[src/rtl/core/dmaf_pkg.sv]
// Shared constants for the decimating moving-average filter.
`timescale 1ns / 1ps

package dmaf_pkg;

    localparam int OUT_BITS        = 12;
    localparam int DEF_DECIMATION  = 16;
    localparam int DEF_AVG_DEPTH   = 8;
    localparam int DEF_SAMPLE_BITS = 12;

endpackage

[src/rtl/core/dmaf_if.sv]
// Valid/ready stream interfaces for samples in and filter results out.
`timescale 1ns / 1ps

interface dmaf_smp_if #(
    parameter int SAMPLE_BITS = dmaf_pkg::DEF_SAMPLE_BITS
);
    logic                   valid;
    logic                   ready;
    logic [SAMPLE_BITS-1:0] sample;

    modport source (output valid, output sample, input ready);
    modport sink   (input valid, input sample, output ready);
endinterface

interface dmaf_res_if;
    import dmaf_pkg::*;

    logic                valid;
    logic                ready;
    logic [OUT_BITS-1:0] decimated;
    logic [OUT_BITS-1:0] filtered;

    modport source (output valid, output decimated, output filtered, input ready);
    modport sink   (input valid, input decimated, input filtered, output ready);
endinterface

[src/rtl/core/dmaf_cell.sv]
// One entry of the history shift line: loads its neighbor's value on a shift.
`timescale 1ns / 1ps

module dmaf_cell #(
    parameter int W = 12
) (
    input  logic         i_clk,
    input  logic         i_rst_n,
    input  logic         i_shift,
    input  logic [W-1:0] i_d,
    output logic [W-1:0] o_q
);

    logic [W-1:0] r_q;

    always_ff @(posedge i_clk) begin
        if (!i_rst_n) begin
            r_q <= '0;
        end else if (i_shift) begin
            r_q <= i_d;
        end
    end

    assign o_q = r_q;

endmodule

[src/rtl/core/dmaf_recip.sv]
// Divide by a constant: registered multiply by a rounded-up reciprocal, exact for XW-bit inputs.
`timescale 1ns / 1ps

module dmaf_recip #(
    parameter int DIVISOR = 16,
    parameter int XW      = 16,
    parameter int QW      = 12
) (
    input  logic          i_clk,
    input  logic          i_en,
    input  logic [XW-1:0] i_x,
    output logic [QW-1:0] o_q
);

    localparam int L  = $clog2(DIVISOR);
    localparam int S  = XW + L;
    localparam int MW = XW + 1;
    localparam int PW = XW + MW;
    localparam longint unsigned RECIP_FULL =
        ((64'd1 << S) + 64'(DIVISOR) - 64'd1) / 64'(DIVISOR);
    localparam logic [MW-1:0] RECIP = MW'(RECIP_FULL);

    logic [PW-1:0] r_prod;

    always_ff @(posedge i_clk) begin
        if (i_en) begin
            r_prod <= PW'(i_x) * PW'(RECIP);
        end
    end

    // quotient is the product scaled down by 2^S
    assign o_q = r_prod[S +: QW];

endmodule

[src/rtl/core/decimating_average_moving_filter.sv]
// Top level: block accumulator, constant dividers and the history cell chain.
//
//   port    | dir | handshake     | payload
//   i_smp   | in  | valid / ready | sample [SAMPLE_BITS-1:0]
//   o_res   | out | valid / ready | decimated [11:0], filtered [11:0]
//
// One sample is taken per cycle while i_smp.ready is high; every DECIMATION-th sample
// yields one result through accumulate, reciprocal multiply, ring update and reciprocal multiply.
// The history ring is a chain of AVG_DEPTH cells shifted once per block, with a running total.
// Synchronous active-low reset clears the accumulator, counter, cells, total and valids.
// A stalled result holds in the output register; samples keep flowing unless every
// stage behind it is full, and then i_smp.ready drops.
`timescale 1ns / 1ps

module decimating_average_moving_filter #(
    parameter int DECIMATION  = dmaf_pkg::DEF_DECIMATION,
    parameter int AVG_DEPTH   = dmaf_pkg::DEF_AVG_DEPTH,
    parameter int SAMPLE_BITS = dmaf_pkg::DEF_SAMPLE_BITS
) (
    input  logic       i_clk,
    input  logic       i_rst_n,
    dmaf_smp_if.sink   i_smp,
    dmaf_res_if.source o_res
);
    import dmaf_pkg::*;

    localparam int CW = (DECIMATION > 1) ? $clog2(DECIMATION) : 1;
    localparam int AW = SAMPLE_BITS + $clog2(DECIMATION);
    localparam int TW = SAMPLE_BITS + $clog2(AVG_DEPTH);

    // block accumulator
    logic [AW-1:0] r_acc;
    logic [CW-1:0] r_cnt;
    logic [AW-1:0] blk_sum;
    logic          blk_last;
    logic          smp_fire;

    // pipeline stages
    logic                   r_v1, r_v2, r_v3, r_v4;
    logic                   adv1, adv2, adv3, adv4;
    logic [AW-1:0]          r_sum1;
    logic [SAMPLE_BITS-1:0] dec;
    logic [SAMPLE_BITS-1:0] r_dec3, r_dec4;
    logic [TW-1:0]          r_total, n_total, r_tot3;
    logic [SAMPLE_BITS-1:0] filt;
    logic                   ring_shift;

    logic [SAMPLE_BITS-1:0] cell_q [AVG_DEPTH];

    assign adv4 = !r_v4 || o_res.ready;
    assign adv3 = !r_v3 || adv4;
    assign adv2 = !r_v2 || adv3;
    assign adv1 = !r_v1 || adv2;

    assign i_smp.ready = adv1;
    assign smp_fire    = i_smp.valid && adv1;
    assign blk_sum     = r_acc + AW'(i_smp.sample);
    assign blk_last    = (r_cnt == CW'(DECIMATION - 1));

    always_ff @(posedge i_clk) begin
        if (!i_rst_n) begin
            r_acc <= '0;
            r_cnt <= '0;
        end else if (smp_fire) begin
            if (blk_last) begin
                r_acc <= '0;
                r_cnt <= '0;
            end else begin
                r_acc <= blk_sum;
                r_cnt <= r_cnt + CW'(1);
            end
        end
    end

    always_ff @(posedge i_clk) begin
        if (!i_rst_n) begin
            r_v1 <= 1'b0;
            r_v2 <= 1'b0;
            r_v3 <= 1'b0;
            r_v4 <= 1'b0;
        end else begin
            if (adv1) r_v1 <= smp_fire && blk_last;
            if (adv2) r_v2 <= r_v1;
            if (adv3) r_v3 <= r_v2;
            if (adv4) r_v4 <= r_v3;
        end
    end

    always_ff @(posedge i_clk) begin
        if (adv1) r_sum1 <= blk_sum;
        if (adv3) begin
            r_dec3 <= dec;
            r_tot3 <= n_total;
        end
        if (adv4) r_dec4 <= r_dec3;
    end

    dmaf_recip #(
        .DIVISOR (DECIMATION),
        .XW      (AW),
        .QW      (SAMPLE_BITS)
    ) u_dec_div (
        .i_clk (i_clk),
        .i_en  (adv2),
        .i_x   (r_sum1),
        .o_q   (dec)
    );

    // push the new block mean in, drop the oldest off the far end
    assign ring_shift = r_v2 && adv3;
    assign n_total    = r_total - TW'(cell_q[AVG_DEPTH-1]) + TW'(dec);

    always_ff @(posedge i_clk) begin
        if (!i_rst_n) begin
            r_total <= '0;
        end else if (ring_shift) begin
            r_total <= n_total;
        end
    end

    for (genvar k = 0; k < AVG_DEPTH; k++) begin : g_cell
        dmaf_cell #(
            .W (SAMPLE_BITS)
        ) u_cell (
            .i_clk   (i_clk),
            .i_rst_n (i_rst_n),
            .i_shift (ring_shift),
            .i_d     ((k == 0) ? dec : cell_q[(k == 0) ? 0 : k - 1]),
            .o_q     (cell_q[k])
        );
    end

    dmaf_recip #(
        .DIVISOR (AVG_DEPTH),
        .XW      (TW),
        .QW      (SAMPLE_BITS)
    ) u_filt_div (
        .i_clk (i_clk),
        .i_en  (adv4),
        .i_x   (r_tot3),
        .o_q   (filt)
    );

    assign o_res.valid     = r_v4;
    assign o_res.decimated = OUT_BITS'(r_dec4);
    assign o_res.filtered  = OUT_BITS'(filt);

`ifndef SYNTHESIS
    a_cnt_range: assert property (@(posedge i_clk) disable iff (!i_rst_n)
        r_cnt <= CW'(DECIMATION - 1))
        else $error("sample counter past block length");

    a_blk_to_stage: assert property (@(posedge i_clk) disable iff (!i_rst_n)
        i_rst_n && smp_fire && blk_last |=> r_v1)
        else $error("completed block did not enter the divider stage");

    a_acc_grow: assert property (@(posedge i_clk) disable iff (!i_rst_n)
        i_rst_n && smp_fire && !blk_last |=>
            r_acc == $past(r_acc) + AW'($past(i_smp.sample)))
        else $error("accumulator missed a sample");

    a_total_hold: assert property (@(posedge i_clk) disable iff (!i_rst_n)
        i_rst_n && !ring_shift |=> $stable(r_total))
        else $error("ring total moved without a ring update");
`endif

endmodule
[src/flat_wrapper.sv]
// flat-port wrapper written by rule: the top's interface ports become plain ports
module decimating_average_moving_filter_flat import dmaf_pkg::*;
#(
    parameter int DECIMATION  = dmaf_pkg::DEF_DECIMATION,
    parameter int AVG_DEPTH   = dmaf_pkg::DEF_AVG_DEPTH,
    parameter int SAMPLE_BITS = dmaf_pkg::DEF_SAMPLE_BITS
)
  (i_clk, i_rst_n, i_smp_valid, i_smp_sample, i_smp_ready, o_res_valid, o_res_decimated, o_res_filtered, o_res_ready);
  dmaf_smp_if #(.SAMPLE_BITS(SAMPLE_BITS)) i_smp_i ();
  dmaf_res_if o_res_i ();
  input  logic i_clk;
  input  logic i_rst_n;
  input wire logic [$bits(i_smp_i.valid)-1:0] i_smp_valid;
  input wire logic [$bits(i_smp_i.sample)-1:0] i_smp_sample;
  output wire logic [$bits(i_smp_i.ready)-1:0] i_smp_ready;
  output wire logic [$bits(o_res_i.valid)-1:0] o_res_valid;
  output wire logic [$bits(o_res_i.decimated)-1:0] o_res_decimated;
  output wire logic [$bits(o_res_i.filtered)-1:0] o_res_filtered;
  input wire logic [$bits(o_res_i.ready)-1:0] o_res_ready;
  assign i_smp_i.valid = i_smp_valid;
  assign i_smp_i.sample = i_smp_sample;
  assign i_smp_ready = i_smp_i.ready;
  assign o_res_valid = o_res_i.valid;
  assign o_res_decimated = o_res_i.decimated;
  assign o_res_filtered = o_res_i.filtered;
  assign o_res_i.ready = o_res_ready;
  decimating_average_moving_filter #(.DECIMATION(DECIMATION), .AVG_DEPTH(AVG_DEPTH), .SAMPLE_BITS(SAMPLE_BITS)) u_core (.i_clk(i_clk), .i_rst_n(i_rst_n), .i_smp(i_smp_i), .o_res(o_res_i));
endmodule
[config.mk]
export PLATFORM = sky130hd
export DESIGN_NAME = decimating_average_moving_filter_flat
export DESIGN_NICKNAME = d
export VERILOG_FILES = /design/src/rtl/core/dmaf_pkg.sv /design/src/rtl/core/dmaf_if.sv /design/src/rtl/core/dmaf_cell.sv /design/src/rtl/core/dmaf_recip.sv /design/src/rtl/core/decimating_average_moving_filter.sv /design/src/flat_wrapper.sv
export SDC_FILE = /design/constraint.sdc
export NUM_CORES = 1
export LEC_CHECK = 0
export BUFFER_PORTS_ARGS = -buffer_cell sky130_fd_sc_hd__buf_2
export CORE_MARGIN = 8
export CORE_UTILIZATION = 55
export CTS_CLUSTER_DIAMETER = 40
export DETAILED_ROUTE_END_ITERATION = 7
export GPL_TIMING_DRIVEN = 0
export PLACE_DENSITY = 0.77
export RECOVER_POWER = 50
export SLEW_MARGIN = 10
export SYNTH_ARGS = -nofsm -noshare
export SYNTH_HDL_FRONTEND = slang
export SYNTH_SLANG_ARGS = --single-unit
[constraint.sdc]
create_clock -name i_clk -period 2.9 [get_ports i_clk]
set_clock_uncertainty 0.05 [all_clocks]
set_input_delay 0.145 -clock i_clk [delete_from_list [all_inputs] [get_ports i_clk]]
set_output_delay 0.145 -clock i_clk [all_outputs]
set_load 0.02 [all_outputs]
After elaboration in Yosys (flattened, before gate mapping)
Cells that the tools add are included.
{"block": "classes", "bitwise": 0, "addsub": 4, "n_mul": 0, "div_mod_pow": 0, "n_shift": 0, "n_eq_ne": 1, "order_cmp": 0, "mux": 2, "n_reduce_logical": 11}
{"operator": "16-bit by 12-bit adder with 16-bit output", "count": 1}
{"operator": "16-bit 2-to-1 mux", "count": 1}
{"operator": "15-bit by 12-bit adder with 15-bit output", "count": 1}
{"operator": "15-bit by 12-bit subtractor with 15-bit output", "count": 1}
{"operator": "4-bit by 1-bit adder with 4-bit output, second input constant", "count": 1}
{"operator": "4-bit == test, second input constant", "count": 1}
{"operator": "1-bit logical NOT", "count": 4}
{"operator": "1-bit logical OR", "count": 4}
{"operator": "4-bit 2-to-1 mux", "count": 1}
{"operator": "1-bit logical AND", "count": 3}
{"block": "word_totals", "in_bits": 16, "mem_count": 0, "mem_bits_ro": 0, "out_inout_bits": 26, "latch_bits": 0, "regBits": 221, "mem_bits_rw": 0}

Longest topological paths before layout
{"block": "depth", "ltp_word": 7, "mapped_depth": 11, "mapped_depth_nobuf": 11}

Cells and area by module
A second synthesis with hierarchy kept.
{"block": "unflattened", "cells_unflattened": 814, "area_unflattened_um2": 9385.3}
{"mod": "decimating_average_moving_filter", "area_each_um2": 5061.1, "n_inst": 1, "seq_area_each_um2": 2432.3, "cells_each": 486}
{"mod": "dmaf_cell", "area_each_um2": 450.4, "n_inst": 8, "seq_area_each_um2": 240.2, "cells_each": 38}
{"mod": "dmaf_recip", "area_each_um2": 360.3, "n_inst": 2, "seq_area_each_um2": 360.3, "cells_each": 12}

Worst setup path before layout
No wires, ideal clock.
{"block": "synth_timing", "path_type": "register -> register", "startpoint": "register u_core.u_dec_div.r_prod[21]", "endpoint": "register u_core.r_tot3[14], data pin", "path_slack_ps": 19, "required_ps": 2590, "n_path_buf": 0, "path_stages_with_launch": 11, "arrival_time_ps": 2571, "period_less_slack_ps": 2881, "path_cell_list": "edfxtp_1 > inv_1 > fa_1 > inv_1 > fa_1 > a21o_1 > a221oi_2 > o21ai_2 > a311o_1 > a21oi_2 > xnor2_1"}
{"block": "synth_via", "elab_chain_len": 1}
{"element": "from (decl)", "line_no": "dmaf_recip.sv:23", "text": "logic [PW-1:0] r_prod;"}
{"element": "from (signal assigned)", "line_no": "dmaf_recip.sv:27", "text": "r_prod <= PW'(i_x) * PW'(RECIP);"}
{"element": "15-bit by 12-bit adder with 15-bit output", "line_no": "decimating_average_moving_filter.sv:111", "text": "assign n_total = r_total - TW'(cell_q[AVG_DEPTH-1]) + TW'(dec);"}
{"element": "via u_core.n_total[14]", "line_no": "decimating_average_moving_filter.sv:44", "text": "logic [TW-1:0] r_total, n_total, r_tot3;"}
{"element": "to (signal assigned)", "line_no": "decimating_average_moving_filter.sv:93", "text": "r_tot3 <= n_total;"}
{"element": "to (decl)", "line_no": "decimating_average_moving_filter.sv:44"}
The timed path passes the listed nets, and every way through them passes these cells.
A chain may end at the register's enable or synchronous reset.

Final worst setup path
Ends and elaborated chain as after synthesis.

==> results.sh <==
export IMPL_placed_cell_area_um2=9060
export IMPL_grt_pass1_wl_um=30200
export IMPL_rr_endpoint="u_core.r_tot3[14]"
export IMPL_min_to="u_core.r_acc[0]"
export IMPL_worst_ep_required_time_ps=3130
export IMPL_die_y_um=141
export IMPL_slowest_stage="fa_1"
export IMPL_p_sw_frac=0.311
export IMPL_ys_seq_elements=207
export IMPL_cts_htree_levels=1
export IMPL_wire_per_inst_um=15.5
export IMPL_setup_tns_ps=-16.6
export IMPL_min_delay_start="i_smp_sample[0]"
export IMPL_leakagePower_nw=3.81
export IMPL_gr_total_overflow=0
export IMPL_rr_worst_depth=10
export IMPL_final_cell_mix="231 x nand2_1, 135 x a21oi_1, 135 x dfxtp_1"
export IMPL_firstDrtPassIters=5
export IMPL_drtIter0Drc=543
export IMPL_cts_sinks=207
export IMPL_antenna_cells=0
export IMPL_seqPwrFrac=0.402
export IMPL_holdCritPathClass="input port to register"
export IMPL_switchingPower_mw=2.92
export IMPL_drive_gt1_frac=0.0965
export IMPL_r2r_start="u_core.u_dec_div.r_prod[21]"
export IMPL_area_delta_synth_final_pct=18.2
export IMPL_fin_crit_sh=1.01
export IMPL_critPathLaunchType="register"
export IMPL_cts_tree="yes"
export IMPL_synth_flop_cell="dfxtp_1"
export IMPL_cts_made_buffers=27
export IMPL_synth_area_per_cell_um2=9.66
export IMPL_drc=0
export IMPL_grt_pass1_vias=6265
export IMPL_place_hpwl_um=12500
export IMPL_wl_um=18600
export IMPL_max_slew_margin=0.408
export IMPL_dp_cells=1141
export IMPL_ant_nets=0
export IMPL_antenna_found_initial=0
export IMPL_period_minus_slack_ps=2920
export IMPL_mostFrequentLayoutCell="nand2_1"
export IMPL_syn_nets=946
export IMPL_synth_top_area_share=0.315
export IMPL_crit_chain="inv_1 -> fa_1 -> inv_2 -> fa_2 -> a21o_1 -> a221oi_4 -> o21ai_2 -> a311o_1 -> a21oi_2 -> xnor2_1"
export IMPL_hold_depth=4
export IMPL_ys_seq_area_frac=0.566
export IMPL_violations="setup timing"
export IMPL_status="complete, but fails checks"
export IMPL_async_flop_share=0
export IMPL_syn_instance_count=889
export IMPL_fmax_mhz=343
export IMPL_die_area_um2=19900
export IMPL_vias_per_cell=5.38
export IMPL_root_buffer="clkbuf_16"
export IMPL_final_max_slew_viol_count=0
export IMPL_core_rowCount=45
export IMPL_powerDensity_nw_per_um2=926
export IMPL_finalNetCount=1031
export IMPL_cap_violations=0
export IMPL_path_clk_slew_ps=60
export IMPL_ioPinCount=42
export IMPL_clock_power_share=0.354
export IMPL_synth_largest_area_cell="dfxtp_1"
export IMPL_synth_edf_count=72
export IMPL_synth_area_um2=8590
export IMPL_worstPathMaxFanout=4
export IMPL_synth_distinct_cells=49
export IMPL_final_cells=1206
export IMPL_grt_max_degree=27
export IMPL_worst_ir_drop_vdd_mv=0.637
export IMPL_core_area_um2=15300
export IMPL_netlist_top_cells_area="dfxtp_1 31%, edfxtp_1 25%, nand2_1 10%"
export IMPL_num_vias=6489
export IMPL_path_class="register to register"
export IMPL_worstSkewPairLatency_ps=530
export IMPL_power_mw=9.40
export IMPL_start_util=0.563
export IMPL_place_gp_congestion=0.839
export IMPL_p_comb_frac=0.244
export IMPL_hold_viol=0
export IMPL_max_stage_delay_ps=490
export IMPL_r2r_slack_ps=-20
export IMPL_clock_tree_buffer_depth=3
export IMPL_track_usage=0.187
export IMPL_synth_warnings=0
export IMPL_setup_viol=1
export IMPL_p_int_mw=6.48
export IMPL_end_kind="register"
export IMPL_design_area_um2=10100
export IMPL_tightest_slew_ps=886
export IMPL_grt_setup_unrepaired="yes"
export IMPL_holdWs_ps=18.1
export IMPL_die_x_um=141
export IMPL_arrival_ps=3140
export IMPL_layout_setup_ws_ps=-16.6
export IMPL_numPortBuffers=41
[flip-flops by register name, indices dropped and copies added (netlist names)]
name / flops
u_core.r_tot3: 12
u_core.r_v1: 1
u_core.u_filt_div.r_prod: 12
u_core.r_v3: 1
u_core.o_res.decimated: 12
u_core.r_cnt: 4
u_core.r_sum1: 12
u_core.r_total: 15
u_core.r_dec3: 12
u_core.u_dec_div.r_prod: 12
u_core.g_cell.u_cell.o_q: 96
u_core.r_acc: 16
u_core.r_v2: 1
u_core.o_res.valid: 1
[critical path, delay by kind of cell (launching register included)]
family / cells / cell delay (ps)
AO/OA/AOI/OAI: 5 / 1120
adder cells (fa/ha/maj): 2 / 830
flip-flops: 1 / 440
XOR/XNOR: 1 / 80
buffers and inverters: 2 / 130
[metrics by stage]
stage | worst slack [ps] | util
6_report | -16.6 | 0.665
3_5_place_dp | -331 | 0.594
2_1_floorplan | 18.9 | -
4_1_cts | -8.97 | 0.664
5_1_grt | -149 | 0.665
3_3_place_gp | -324 | 0.594
[worst max-delay path by stage]
stage | startpoint | endpoint | slack, ps | depth (start not counted)
final | u_core.u_dec_div.r_prod[21] | u_core.r_tot3[14] | -20 | 10
after CTS | u_core.u_dec_div.r_prod[21] | u_core.r_tot3[14] | -9 | 10
after floorplan | u_core.u_dec_div.r_prod[21] | u_core.r_tot3[14] | 20 | 10
after detailed placement | u_core.u_dec_div.r_prod[21] | u_core.r_tot3[14] | -330 | 10
after global placement | u_core.u_dec_div.r_prod[21] | u_core.r_tot3[14] | -320 | 10
after global routing | u_core.u_dec_div.r_prod[21] | u_core.r_tot3[14] | -150 | 10
[routing by layer]
layer / up-vias / routed length, um / GRT usage
li1: 3174 / - / -
met1: 3061 / 7920 / 0.229
met2: 215 / 9060 / 0.327
met3: 39 / 1190 / 0.0324
met4: 0 / 471 / 0.0628
met5: - / 0 / 0
[final cells by class]
cell class              count  area [um2]
plain buffers              46         176
clock buffers              29         693
clock inverters            21         243
fillers                  1151        5110
inverters                  55         206
multi-input cells         580        3430
flip-flops and latches    207        4860
well taps                 211         264
repair buffers             57         272
[power groups by stage]
stage	clock (mW)	sequential [mW]	combinational, mW
after floorplan	0	3.95	1.27
after global placement	0	3.82	1.90
after detailed placement	0	3.85	1.94
after CTS	3.37	3.77	2.16
after global routing	3.50	3.82	2.49
final	3.33	3.78	2.29
[logic make-up after synthesis]
| family | share of synthesized area |
|---|---|
| muxes | 0.00233 |
| xor gates and xnor gates | 0.0296 |
| AOI/OAI and AO/OA | 0.134 |
| DFF | 0.566 |
| adders and majority gates | 0.0711 |
| buffers and inverters | 0.0449 |
| and+or+nand+nor | 0.151 |
[cells in the mapped netlist, types with 3 or more instances]
| cell | number |
|---|---|
| xor2_1 | 13 |
| edfxtp_1 | 72 |
| nand3_1 | 15 |
| a22oi_1 | 3 |
| nor2_1 | 21 |
| fa_1 | 13 |
| nand2b_1 | 3 |
| and3_1 | 7 |
| a22o_1 | 7 |
| a21o_1 | 10 |
| clkbuf_1 | 45 |
| and2_1 | 6 |
| xnor2_1 | 16 |
| nor3_1 | 4 |
| a31oi_1 | 8 |
| ha_1 | 28 |
| a21oi_1 | 136 |
| nand4_1 | 6 |
| a31o_2 | 3 |
| inv_1 | 54 |
| o21ai_0 | 13 |
| dfxtp_1 | 135 |
| or3_1 | 3 |
| nand2_1 | 233 |
[timing repair]
| action | 4_1_cts | 5_1_grt |
|---|---|---|
| endpoints found under the hold margin | 2 | 0 |
| resized for setup | 8 | 12 |
| hold buffers | 2 | 0 |
| buffers inserted | 9 | 5 |
| pin swaps | 7 | 4 |
| endpoints found under the setup margin | 83 | 48 |
No activity file was read; power rests on OpenSTA's default activity.
